[config.mk]
export PLATFORM = sky130hd
export DESIGN_NAME = detection_vote_filter
export DESIGN_NICKNAME = d
export VERILOG_FILES = /design/src/hdl/dvf_pkg.sv /design/src/hdl/dvf_ctrl.sv /design/src/hdl/dvf_datapath.sv /design/src/hdl/detection_vote_filter.sv
export SDC_FILE = /design/constraint.sdc
export NUM_CORES = 2
export LEC_CHECK = 0
export ABC_CLOCK_PERIOD_IN_PS = 25600
export BUFFER_PORTS_ARGS = -buffer_cell sky130_fd_sc_hd__buf_4
export CAP_MARGIN = 30
export CORE_AREA = 2 2 345 415
export DETAILED_ROUTE_END_ITERATION = 6
export DIE_AREA = 0 0 347 417
export PLACE_DENSITY = 0.63
export SYNTH_ARGS = -nofsm -noshare
export SYNTH_HDL_FRONTEND = slang
export SYNTH_SLANG_ARGS = --single-unit
[constraint.sdc]
create_clock -name clk -period 25.6 [get_ports clk]
set_input_delay 1.28 -clock clk [delete_from_list [all_inputs] [get_ports clk]]
set_output_delay 1.28 -clock clk [all_outputs]
set_load 0.02 [all_outputs]
[src/hdl/dvf_pkg.sv]
// dvf_pkg: shared types and constants for the detection vote filter
// used by the controller, datapath and top level

package dvf_pkg;

	localparam int XW = 11;
	localparam int RW = 8;
	localparam int TW = 32;
	localparam int ENTRY_W = 2 * XW + RW + TW;
	localparam int DIST_W = 24;
	localparam int KEEP_W = 5;
	localparam int Q4_W = 12;

	localparam logic [1:0] REG_MAX_AGE = 2'd0;
	localparam logic [1:0] REG_NEAR_DIST = 2'd1;
	localparam logic [1:0] REG_KEEP = 2'd2;

	typedef enum logic [3:0] {
		ST_IDLE,
		ST_INSERT,
		ST_SCAN,
		ST_TRIM,
		ST_OUTER,
		ST_INNER,
		ST_LAST,
		ST_DIV,
		ST_OUT
	} dvf_state_t;

	// controller to datapath
	typedef struct packed {
		logic load_item;
		logic insert;
		logic scan_step;
		logic trim;
		logic outer_start;
		logic inner_step;
		logic outer_end;
		logic div_start;
		logic div_step;
		logic out_load;
	} dvf_cmd_t;

	// datapath to controller
	typedef struct packed {
		logic scan_done;
		logic inner_last;
		logic outer_last;
		logic empty;
		logic div_done;
	} dvf_stat_t;

endpackage

[src/hdl/dvf_ctrl.sv]
// dvf_ctrl: sequencing state machine of the detection vote filter
// depends on dvf_pkg

module dvf_ctrl
	import dvf_pkg::*;
(
	input  logic      clk,
	input  logic      arst_n,
	input  logic      in_valid,
	output logic      in_ready,
	input  logic      out_free,
	input  dvf_stat_t stat,
	output dvf_cmd_t  cmd
);

	dvf_state_t state_q, state_d;

	always_ff @(posedge clk or negedge arst_n) begin
		if (!arst_n) state_q <= ST_IDLE;
		else state_q <= state_d;
	end

	always_comb begin
		state_d = state_q;
		cmd = '0;
		in_ready = 1'b0;
		unique case (state_q)
			ST_IDLE: begin
				in_ready = 1'b1;
				if (in_valid) begin
					cmd.load_item = 1'b1;
					state_d = ST_INSERT;
				end
			end
			ST_INSERT: begin
				cmd.insert = 1'b1;
				state_d = ST_SCAN;
			end
			ST_SCAN: begin
				cmd.scan_step = 1'b1;
				if (stat.scan_done) state_d = ST_TRIM;
			end
			ST_TRIM: begin
				cmd.trim = 1'b1;
				state_d = ST_OUTER;
			end
			ST_OUTER: begin
				if (stat.empty) state_d = ST_OUT;
				else begin
					cmd.outer_start = 1'b1;
					state_d = ST_INNER;
				end
			end
			ST_INNER: begin
				cmd.inner_step = 1'b1;
				if (stat.inner_last) state_d = ST_LAST;
			end
			ST_LAST: begin
				cmd.outer_end = 1'b1;
				if (stat.outer_last) begin
					cmd.div_start = 1'b1;
					state_d = ST_DIV;
				end else state_d = ST_OUTER;
			end
			ST_DIV: begin
				if (stat.div_done) state_d = ST_OUT;
				else cmd.div_step = 1'b1;
			end
			ST_OUT: begin
				if (out_free) begin
					cmd.out_load = 1'b1;
					state_d = ST_IDLE;
				end
			end
			default: state_d = ST_IDLE;
		endcase
	end

endmodule

[src/hdl/dvf_datapath.sv]
// dvf_datapath: detection ring store, age scan, pairwise vote and divider
// depends on dvf_pkg

module dvf_datapath
	import dvf_pkg::*;
#(
	parameter int DEPTH = 16
) (
	input  logic                clk,
	input  logic                arst_n,
	input  dvf_cmd_t            cmd,
	output dvf_stat_t           stat,
	input  logic [TW-1:0]       max_age,
	input  logic [DIST_W-1:0]   near_dist_sq,
	input  logic [KEEP_W-1:0]   keep_limit,
	input  logic                in_has,
	input  logic [XW-1:0]       in_x,
	input  logic [XW-1:0]       in_y,
	input  logic [RW-1:0]       in_r,
	input  logic [TW-1:0]       in_tick,
	output logic                res_found,
	output logic [XW-1:0]       res_x,
	output logic [XW-1:0]       res_y,
	output logic [Q4_W-1:0]     res_q4,
	output logic [KEEP_W-1:0]   res_cnt
);

	localparam int AW = $clog2(DEPTH);
	localparam int CW = $clog2(DEPTH + 1);
	localparam int SW = RW + CW + 4;
	localparam int DW = $clog2(SW + 1);

	// store as separate register arrays (read by scan, pair and winner indexes)
	logic [XW-1:0] sx_q [DEPTH];
	logic [XW-1:0] sy_q [DEPTH];
	logic [RW-1:0] sr_q [DEPTH];
	logic [TW-1:0] st_q [DEPTH];

	logic [CW-1:0] count_q, n_q, i_q, j_q, best_q, best_cnt_q, cnt_q;
	logic [AW-1:0] oldest_q;
	logic          has_q;
	logic [XW-1:0] ix_q, iy_q;
	logic [RW-1:0] ir_q;
	logic [TW-1:0] tick_q;
	logic [SW-1:0] sum_q, best_sum_q, rem_q, quo_q;
	logic [DW-1:0] div_i_q;
	logic [CW-1:0] keep_cnt;

	function automatic logic [AW-1:0] slot(input logic [AW-1:0] base, input logic [CW-1:0] k);
		logic [AW:0] s;
		s = {1'b0, base} + {1'b0, k[AW-1:0]};
		if (s >= (AW+1)'(DEPTH)) s = s - (AW+1)'(DEPTH);
		return s[AW-1:0];
	endfunction

	// scan read
	logic [AW-1:0] scan_slot, wr_slot, a_slot, b_slot;
	logic [TW-1:0] age;
	logic          keep_it;
	assign scan_slot = slot(oldest_q, i_q);
	assign wr_slot   = slot(oldest_q, n_q);
	assign age       = tick_q - st_q[scan_slot];
	assign keep_it   = age <= max_age;

	// pair distance, registered squares
	logic [XW-1:0] dx, dy;
	logic [2*XW-1:0] dx2_s1, dy2_s1;
	logic [RW-1:0] br_s1;
	logic          v_s1;
	logic [2*XW:0] d2;
	assign a_slot = slot(oldest_q, i_q);
	assign b_slot = slot(oldest_q, j_q);
	assign dx = (sx_q[a_slot] > sx_q[b_slot]) ? sx_q[a_slot] - sx_q[b_slot]
	                                          : sx_q[b_slot] - sx_q[a_slot];
	assign dy = (sy_q[a_slot] > sy_q[b_slot]) ? sy_q[a_slot] - sy_q[b_slot]
	                                          : sy_q[b_slot] - sy_q[a_slot];
	assign d2 = {1'b0, dx2_s1} + {1'b0, dy2_s1};

	logic [CW-1:0] lim;
	always_comb begin
		lim = (32'(keep_limit) > 32'(DEPTH)) ? CW'(DEPTH) : CW'(keep_limit);
		keep_cnt = (n_q > lim) ? lim : n_q;
	end

	// sum of the winner, including a last entry that wins in the same cycle
	logic [SW-1:0] win_sum;
	assign win_sum = (cmd.outer_end && cnt_q > best_cnt_q) ? sum_q : best_sum_q;

	assign stat.scan_done  = (i_q + 1'b1 >= count_q) || (count_q == '0);
	assign stat.inner_last = (j_q == count_q);
	assign stat.outer_last = (i_q + 1'b1 == count_q);
	assign stat.empty      = (count_q == '0);
	assign stat.div_done   = (div_i_q == '0);

	logic [SW-1:0] rem_sh;
	assign rem_sh = {rem_q[SW-2:0], quo_q[SW-1]};

	always_ff @(posedge clk) begin
		if (cmd.load_item) begin
			has_q <= in_has; ix_q <= in_x; iy_q <= in_y; ir_q <= in_r; tick_q <= in_tick;
		end
		if (cmd.insert && has_q) begin
			sx_q[slot(oldest_q, (count_q >= CW'(DEPTH)) ? '0 : count_q)] <= ix_q;
			sy_q[slot(oldest_q, (count_q >= CW'(DEPTH)) ? '0 : count_q)] <= iy_q;
			sr_q[slot(oldest_q, (count_q >= CW'(DEPTH)) ? '0 : count_q)] <= ir_q;
			st_q[slot(oldest_q, (count_q >= CW'(DEPTH)) ? '0 : count_q)] <= tick_q;
		end
		// compaction in place: live entries move to ring positions 0..n-1
		if (cmd.scan_step && count_q != '0 && keep_it) begin
			sx_q[wr_slot] <= sx_q[scan_slot];
			sy_q[wr_slot] <= sy_q[scan_slot];
			sr_q[wr_slot] <= sr_q[scan_slot];
			st_q[wr_slot] <= st_q[scan_slot];
		end
		dx2_s1 <= (2*XW)'(dx) * (2*XW)'(dx);
		dy2_s1 <= (2*XW)'(dy) * (2*XW)'(dy);
		br_s1  <= sr_q[b_slot];
		v_s1   <= cmd.inner_step && (j_q < count_q);
		if (cmd.outer_start) begin
			sum_q <= '0; cnt_q <= '0;
		end else if (v_s1 && {2'b0, d2} <= {1'b0, near_dist_sq}) begin
			sum_q <= sum_q + SW'(br_s1);
			cnt_q <= cnt_q + 1'b1;
		end
		if (cmd.div_start) begin
			rem_q <= '0; quo_q <= {win_sum[SW-5:0], 4'b0}; div_i_q <= DW'(SW);
		end else if (cmd.div_step) begin
			// one restoring step per cycle
			if (rem_sh >= SW'(best_cnt_q)) begin
				rem_q <= rem_sh - SW'(best_cnt_q);
				quo_q <= {quo_q[SW-2:0], 1'b1};
			end else begin
				rem_q <= rem_sh;
				quo_q <= {quo_q[SW-2:0], 1'b0};
			end
			div_i_q <= div_i_q - 1'b1;
		end
		if (cmd.outer_end && cnt_q > best_cnt_q) begin
			best_cnt_q <= cnt_q; best_sum_q <= sum_q;
		end else if (cmd.trim) best_cnt_q <= '0;
		if (cmd.out_load) begin
			res_found <= !stat.empty;
			res_x   <= stat.empty ? '0 : sx_q[slot(oldest_q, best_q)];
			res_y   <= stat.empty ? '0 : sy_q[slot(oldest_q, best_q)];
			res_q4  <= stat.empty ? '0 : quo_q[Q4_W-1:0];
			res_cnt <= stat.empty ? '0 : KEEP_W'(best_cnt_q);
		end
	end

	// pointers and counters
	always_ff @(posedge clk or negedge arst_n) begin
		if (!arst_n) begin
			count_q <= '0; oldest_q <= '0; n_q <= '0; i_q <= '0; j_q <= '0; best_q <= '0;
		end else begin
			if (cmd.insert) begin
				if (has_q) begin
					if (count_q >= CW'(DEPTH)) oldest_q <= slot(oldest_q, CW'(1));
					else count_q <= count_q + 1'b1;
				end
				i_q <= '0; n_q <= '0;
			end
			if (cmd.scan_step && count_q != '0) begin
				if (keep_it) n_q <= n_q + 1'b1;
				i_q <= i_q + 1'b1;
			end
			if (cmd.trim) begin
				// newest keep entries sit at n-keep..n-1 of the ring
				oldest_q <= slot(oldest_q, n_q - keep_cnt);
				count_q <= keep_cnt;
				i_q <= '0;
				best_q <= '0;
			end
			if (cmd.outer_start) j_q <= '0;
			else if (cmd.inner_step) j_q <= j_q + 1'b1;
			if (cmd.outer_end) begin
				i_q <= i_q + 1'b1;
				if (cnt_q > best_cnt_q) best_q <= i_q;
			end
		end
	end

endmodule

[src/hdl/detection_vote_filter.sv]
// detection_vote_filter: top level, register file, stream ports
// depends on dvf_pkg, dvf_ctrl and dvf_datapath
//
// usage: one input transaction per camera frame on s_axis; each yields
// exactly one result transaction on m_axis.
// input tdata: has_detection, pos_x, pos_y, cand_radius, now_tick.
// output tdata: found, ball_x, ball_y, ball_radius_q4, support_count.
// registers: 0 max_age, 1 near_dist_sq, 2 keep_limit via cfg_we/cfg_index.
// the work is set by the single pairwise distance unit, which visits one
// pair per cycle over the N kept entries, then by a one-bit-per-cycle
// divider of width SW = 17.
// one item is processed at a time; s_axis_tready is high only when idle.
// the result sits in an output register; while the receiver stalls a
// new item may be accepted and processed, waiting before its output load.
// reset clears the store (count zero) and loads register defaults.

module detection_vote_filter
	import dvf_pkg::*;
#(
	parameter int DEPTH = 16
) (
	input  logic        clk,
	input  logic        arst_n,
	input  logic        s_axis_tvalid,
	output logic        s_axis_tready,
	input  logic [63:0] s_axis_tdata,   // has_detection, pos_x, pos_y, cand_radius, now_tick
	output logic        m_axis_tvalid,
	input  logic        m_axis_tready,
	output logic [39:0] m_axis_tdata,   // found, ball_x, ball_y, ball_radius_q4, support_count
	input  logic        cfg_we,
	input  logic [1:0]  cfg_index,
	input  logic [31:0] cfg_data
);

	logic [TW-1:0] max_age_q;
	logic [DIST_W-1:0] near_q;
	logic [KEEP_W-1:0] keep_q;
	dvf_cmd_t cmd;
	dvf_stat_t stat;
	logic found;
	logic [XW-1:0] bx, by;
	logic [Q4_W-1:0] q4;
	logic [KEEP_W-1:0] cnt;
	logic out_free;

	always_ff @(posedge clk or negedge arst_n) begin
		if (!arst_n) begin
			max_age_q <= 32'd1000; near_q <= 24'd144; keep_q <= 5'd16;
		end else if (cfg_we) begin
			unique case (cfg_index)
				REG_MAX_AGE:   max_age_q <= cfg_data;
				REG_NEAR_DIST: near_q <= cfg_data[DIST_W-1:0];
				REG_KEEP:      keep_q <= cfg_data[KEEP_W-1:0];
				default: ;
			endcase
		end
	end

	assign out_free = !m_axis_tvalid || m_axis_tready;

	always_ff @(posedge clk or negedge arst_n) begin
		if (!arst_n) m_axis_tvalid <= 1'b0;
		else if (cmd.out_load) m_axis_tvalid <= 1'b1;
		else if (m_axis_tready) m_axis_tvalid <= 1'b0;
	end

	assign m_axis_tdata = {cnt, q4, by, bx, found};

	dvf_ctrl u_ctrl (
		.clk(clk), .arst_n(arst_n), .in_valid(s_axis_tvalid), .in_ready(s_axis_tready),
		.out_free(out_free), .stat(stat), .cmd(cmd)
	);

	dvf_datapath #(.DEPTH(DEPTH)) u_dp (
		.clk(clk), .arst_n(arst_n), .cmd(cmd), .stat(stat),
		.max_age(max_age_q), .near_dist_sq(near_q), .keep_limit(keep_q),
		.in_has(s_axis_tdata[0]), .in_x(s_axis_tdata[11:1]), .in_y(s_axis_tdata[22:12]),
		.in_r(s_axis_tdata[30:23]), .in_tick(s_axis_tdata[62:31]),
		.res_found(found), .res_x(bx), .res_y(by), .res_q4(q4), .res_cnt(cnt)
	);

endmodule

==> results.sh <==
export IMPL_outcome="completed"
export IMPL_slowest_delay_ps=1230
export IMPL_rr_startpoint="u_dp.oldest_q[0]$_DFFE_PN0P_"
export IMPL_period_minus_slack_ps=13120
export IMPL_synth_edf_count=1113
export IMPL_pre_cts_ws_ps=12530
export IMPL_dp_hpwl_um=119000
export IMPL_synth_async_reset_ratio_pct=7.15
export IMPL_netlist_area_mm2=0.0700
export IMPL_cts_root_buf="clkbuf_16"
export IMPL_setup_viol=0
export IMPL_dr_first_iter_drc_count=4454
export IMPL_drc_errors=0
export IMPL_antenna_left=0
export IMPL_ios=145
export IMPL_wl_per_cell_um=26.4
export IMPL_r2r_setup_slack_ps=12480
export IMPL_grt_pass1_wl_um=281000
export IMPL_cts_hold_buf=0
export IMPL_synthFlopType="edfxtp_1"
export IMPL_relSlewSlack_pct=34.2
export IMPL_dieWidth_um=347
export IMPL_gp_congestion=0.902
export IMPL_cp_arrival_ps=13510
export IMPL_cts_buffer_depth=3
export IMPL_drt_wl_total_um=189000
export IMPL_dieArea_mm2=0.145
export IMPL_htreeDepth=4
export IMPL_viasPerCell=6.16
export IMPL_firstDrtPassIters=6
export IMPL_antenna_found_initial=7
export IMPL_syn_nets=5566
export IMPL_holdPathStages=2
export IMPL_synth_warnings=0
export IMPL_setup_worst_path_end_class="flip-flop"
export IMPL_hold_viol=0
export IMPL_yosysSeqAreaShare_pct=54.2
export IMPL_grt_pass1_vias=44605
export IMPL_period_share_pct=51.3
export IMPL_drive_gt1_share_pct=20.8
export IMPL_start_util_pct=49.7
export IMPL_fin_skew_ps=30.0
export IMPL_clkTransAtPathRegs_ps=60
export IMPL_synth_cells=5010
export IMPL_maxCapViolations=0
export IMPL_start_kind="flip-flop"
export IMPL_avgSynthCellArea_um2=14.0
export IMPL_cts_resized=0
export IMPL_critPathTopFamily="compound AO/OA/AOI/OAI gates"
export IMPL_path_common_cell="buf_4"
export IMPL_fin_ws_ps=12480
export IMPL_portBuffers=143
export IMPL_grt_max_degree=126
export IMPL_rows=151
export IMPL_cts_tree="built"
export IMPL_drv_slew=0
export IMPL_timing_rr_end="u_dp.sx_q[11][6]$_DFFE_PP_"
export IMPL_synth_distinct_cells=89
export IMPL_cts_buffers=138
export IMPL_crit_required_ps=25990
export IMPL_tns_ps=0
export IMPL_fillers=11197
export IMPL_ys_ff_latch=1314
export IMPL_cp_slowest_cell="fa_4"
export IMPL_crit_path_max_fanout=125
export IMPL_core_area_mm2=0.141
export IMPL_min_to="u_dp.rem_q[15]$_SDFFE_PP0P_"
export IMPL_worst_pin_slew_ps=980
export IMPL_vias=44034
export IMPL_postCtsSetupRepairBufs=0
export IMPL_grt_usage_pct=26.3
export IMPL_fin_nets=5746
export IMPL_fp_dieH_um=417
export IMPL_hold_class="flip-flop to flip-flop"
export IMPL_worstSetupPathType="flip-flop to flip-flop"
export IMPL_fmax_ghz=0.0762
export IMPL_clk_latency_ps=790
export IMPL_r2r_cells=34
export IMPL_critPathBufInv=7
export IMPL_cts_sink_count=1314
export IMPL_min_from="u_dp.rem_q[15]$_SDFFE_PP0P_"
export IMPL_syn2layout_area_growth_pct=12.0
export IMPL_grt_overflow=0
export IMPL_rsz0062_at_grt="false"
[registers in the layout, indices dropped and copies added, names as in the netlist, 24 cells and up]
signal,count
max_age_q,32
u_dp.tick_q,32
u_dp.sy_q,176
near_q,24
u_dp.st_q,512
u_dp.sr_q,128
u_dp.sx_q,176
[routing by layer]
metal  wire (um)  up-vias  global-route usage (%)
li1            -    19278                       -
met1       74000    22699                    33.7
met2       94700     1717                    44.7
met3       12400      340                    3.91
met4        7640        0                    11.0
met5           0        -                       0
[layout by cell type (no fill, tap or decap), types with 137 or more instances in the layout]
cell type / instances
nand2_1: 520
ha_1: 310
fa_1: 137
edfxtp_1: 1113
nor2_1: 173
clkbuf_16: 144
inv_1: 360
buf_4: 279
o21ai_0: 273
mux4_2: 456
[worst reg2reg max path, delay by kind of cell, from the launching register on]
kind / cells / cell delay, ps
AO/OA/AOI/OAI: 11 / 3650
buffers and inverters: 7 / 3490
XOR/XNOR: 2 / 610
AND/OR/NAND/NOR: 8 / 1650
flip-flops: 1 / 520
adder cells (fa/ha/maj): 5 / 2380
multiplexers: 1 / 420
[per-stage QoR]
stage / cells / hold WS [ps] / area, um^2 / util (%)
6_report: 7146 / 472 / 78300 / 55.7
5_1_grt: 7139 / 481 / 78300 / 55.6
4_1_cts: 7137 / 442 / 78300 / 55.6
3_5_place_dp: 6885 / 462 / 73800 / 52.4
3_3_place_gp: 6880 / 438 / 73700 / 52.4
2_1_floorplan: 5010 / 426 / 70000 / -
[how the worst max path moves through the flow]
stage	cells past startpoint	to	slack, ps	from
floorplan	36	u_dp.sr_q[11][0]$_DFFE_PP_	12610	u_dp.oldest_q[0]$_DFFE_PN0P_
global placement	34	u_dp.st_q[11][17]$_DFFE_PP_	12050	u_dp.oldest_q[0]$_DFFE_PN0P_
detailed placement	34	u_dp.sy_q[11][6]$_DFFE_PP_	12530	u_dp.oldest_q[0]$_DFFE_PN0P_
CTS	34	u_dp.sx_q[11][6]$_DFFE_PP_	12470	u_dp.oldest_q[0]$_DFFE_PN0P_
global route	35	u_dp.dy2_s1[21]$_DFF_P_	11880	u_dp.oldest_q[0]$_DFFE_PN0P_
finish	34	u_dp.sx_q[11][6]$_DFFE_PP_	12480	u_dp.oldest_q[0]$_DFFE_PN0P_
[final cells by class]
type | count | area (um^2) | area share [%]
Antenna cell | 8 | 20.0 | 0.0256
Tap cell | 1836 | 2300 | 2.93
Multi-Input combinational cell | 3084 | 30000 | 38.3
Timing Repair Buffer | 287 | 2220 | 2.84
Clock buffer | 167 | 3710 | 4.74
Clock inverter | 85 | 826 | 1.05
Inverter | 365 | 1370 | 1.75
Sequential cell | 1314 | 37900 | 48.4
[Yosys cell counts (106+ instances only)]
library cell,count,share of area (%)
o21ai_0,275,2.0
clkbuf_1,174,0.93
dfxtp_1,107,3.1
ha_1,313,5.6
mux4_2,456,15
xnor2_1,106,1.3
nor2_1,176,0.94
inv_1,361,1.9
a21oi_1,133,0.95
nand2_1,520,2.8
edfxtp_1,1113,48
fa_1,140,4.0
[cells by family after synthesis]
group | share of synthesized area [%]
buf+inv | 3.35
fa+ha+maj | 9.60
compound gates | 7.30
simple gates | 7.26
xor+xnor | 2.05
flops | 54.2
mux | 16.2
Power is not shown: default switching activity piles up to over one toggle a cycle in this logic, so the estimate is an artifact.
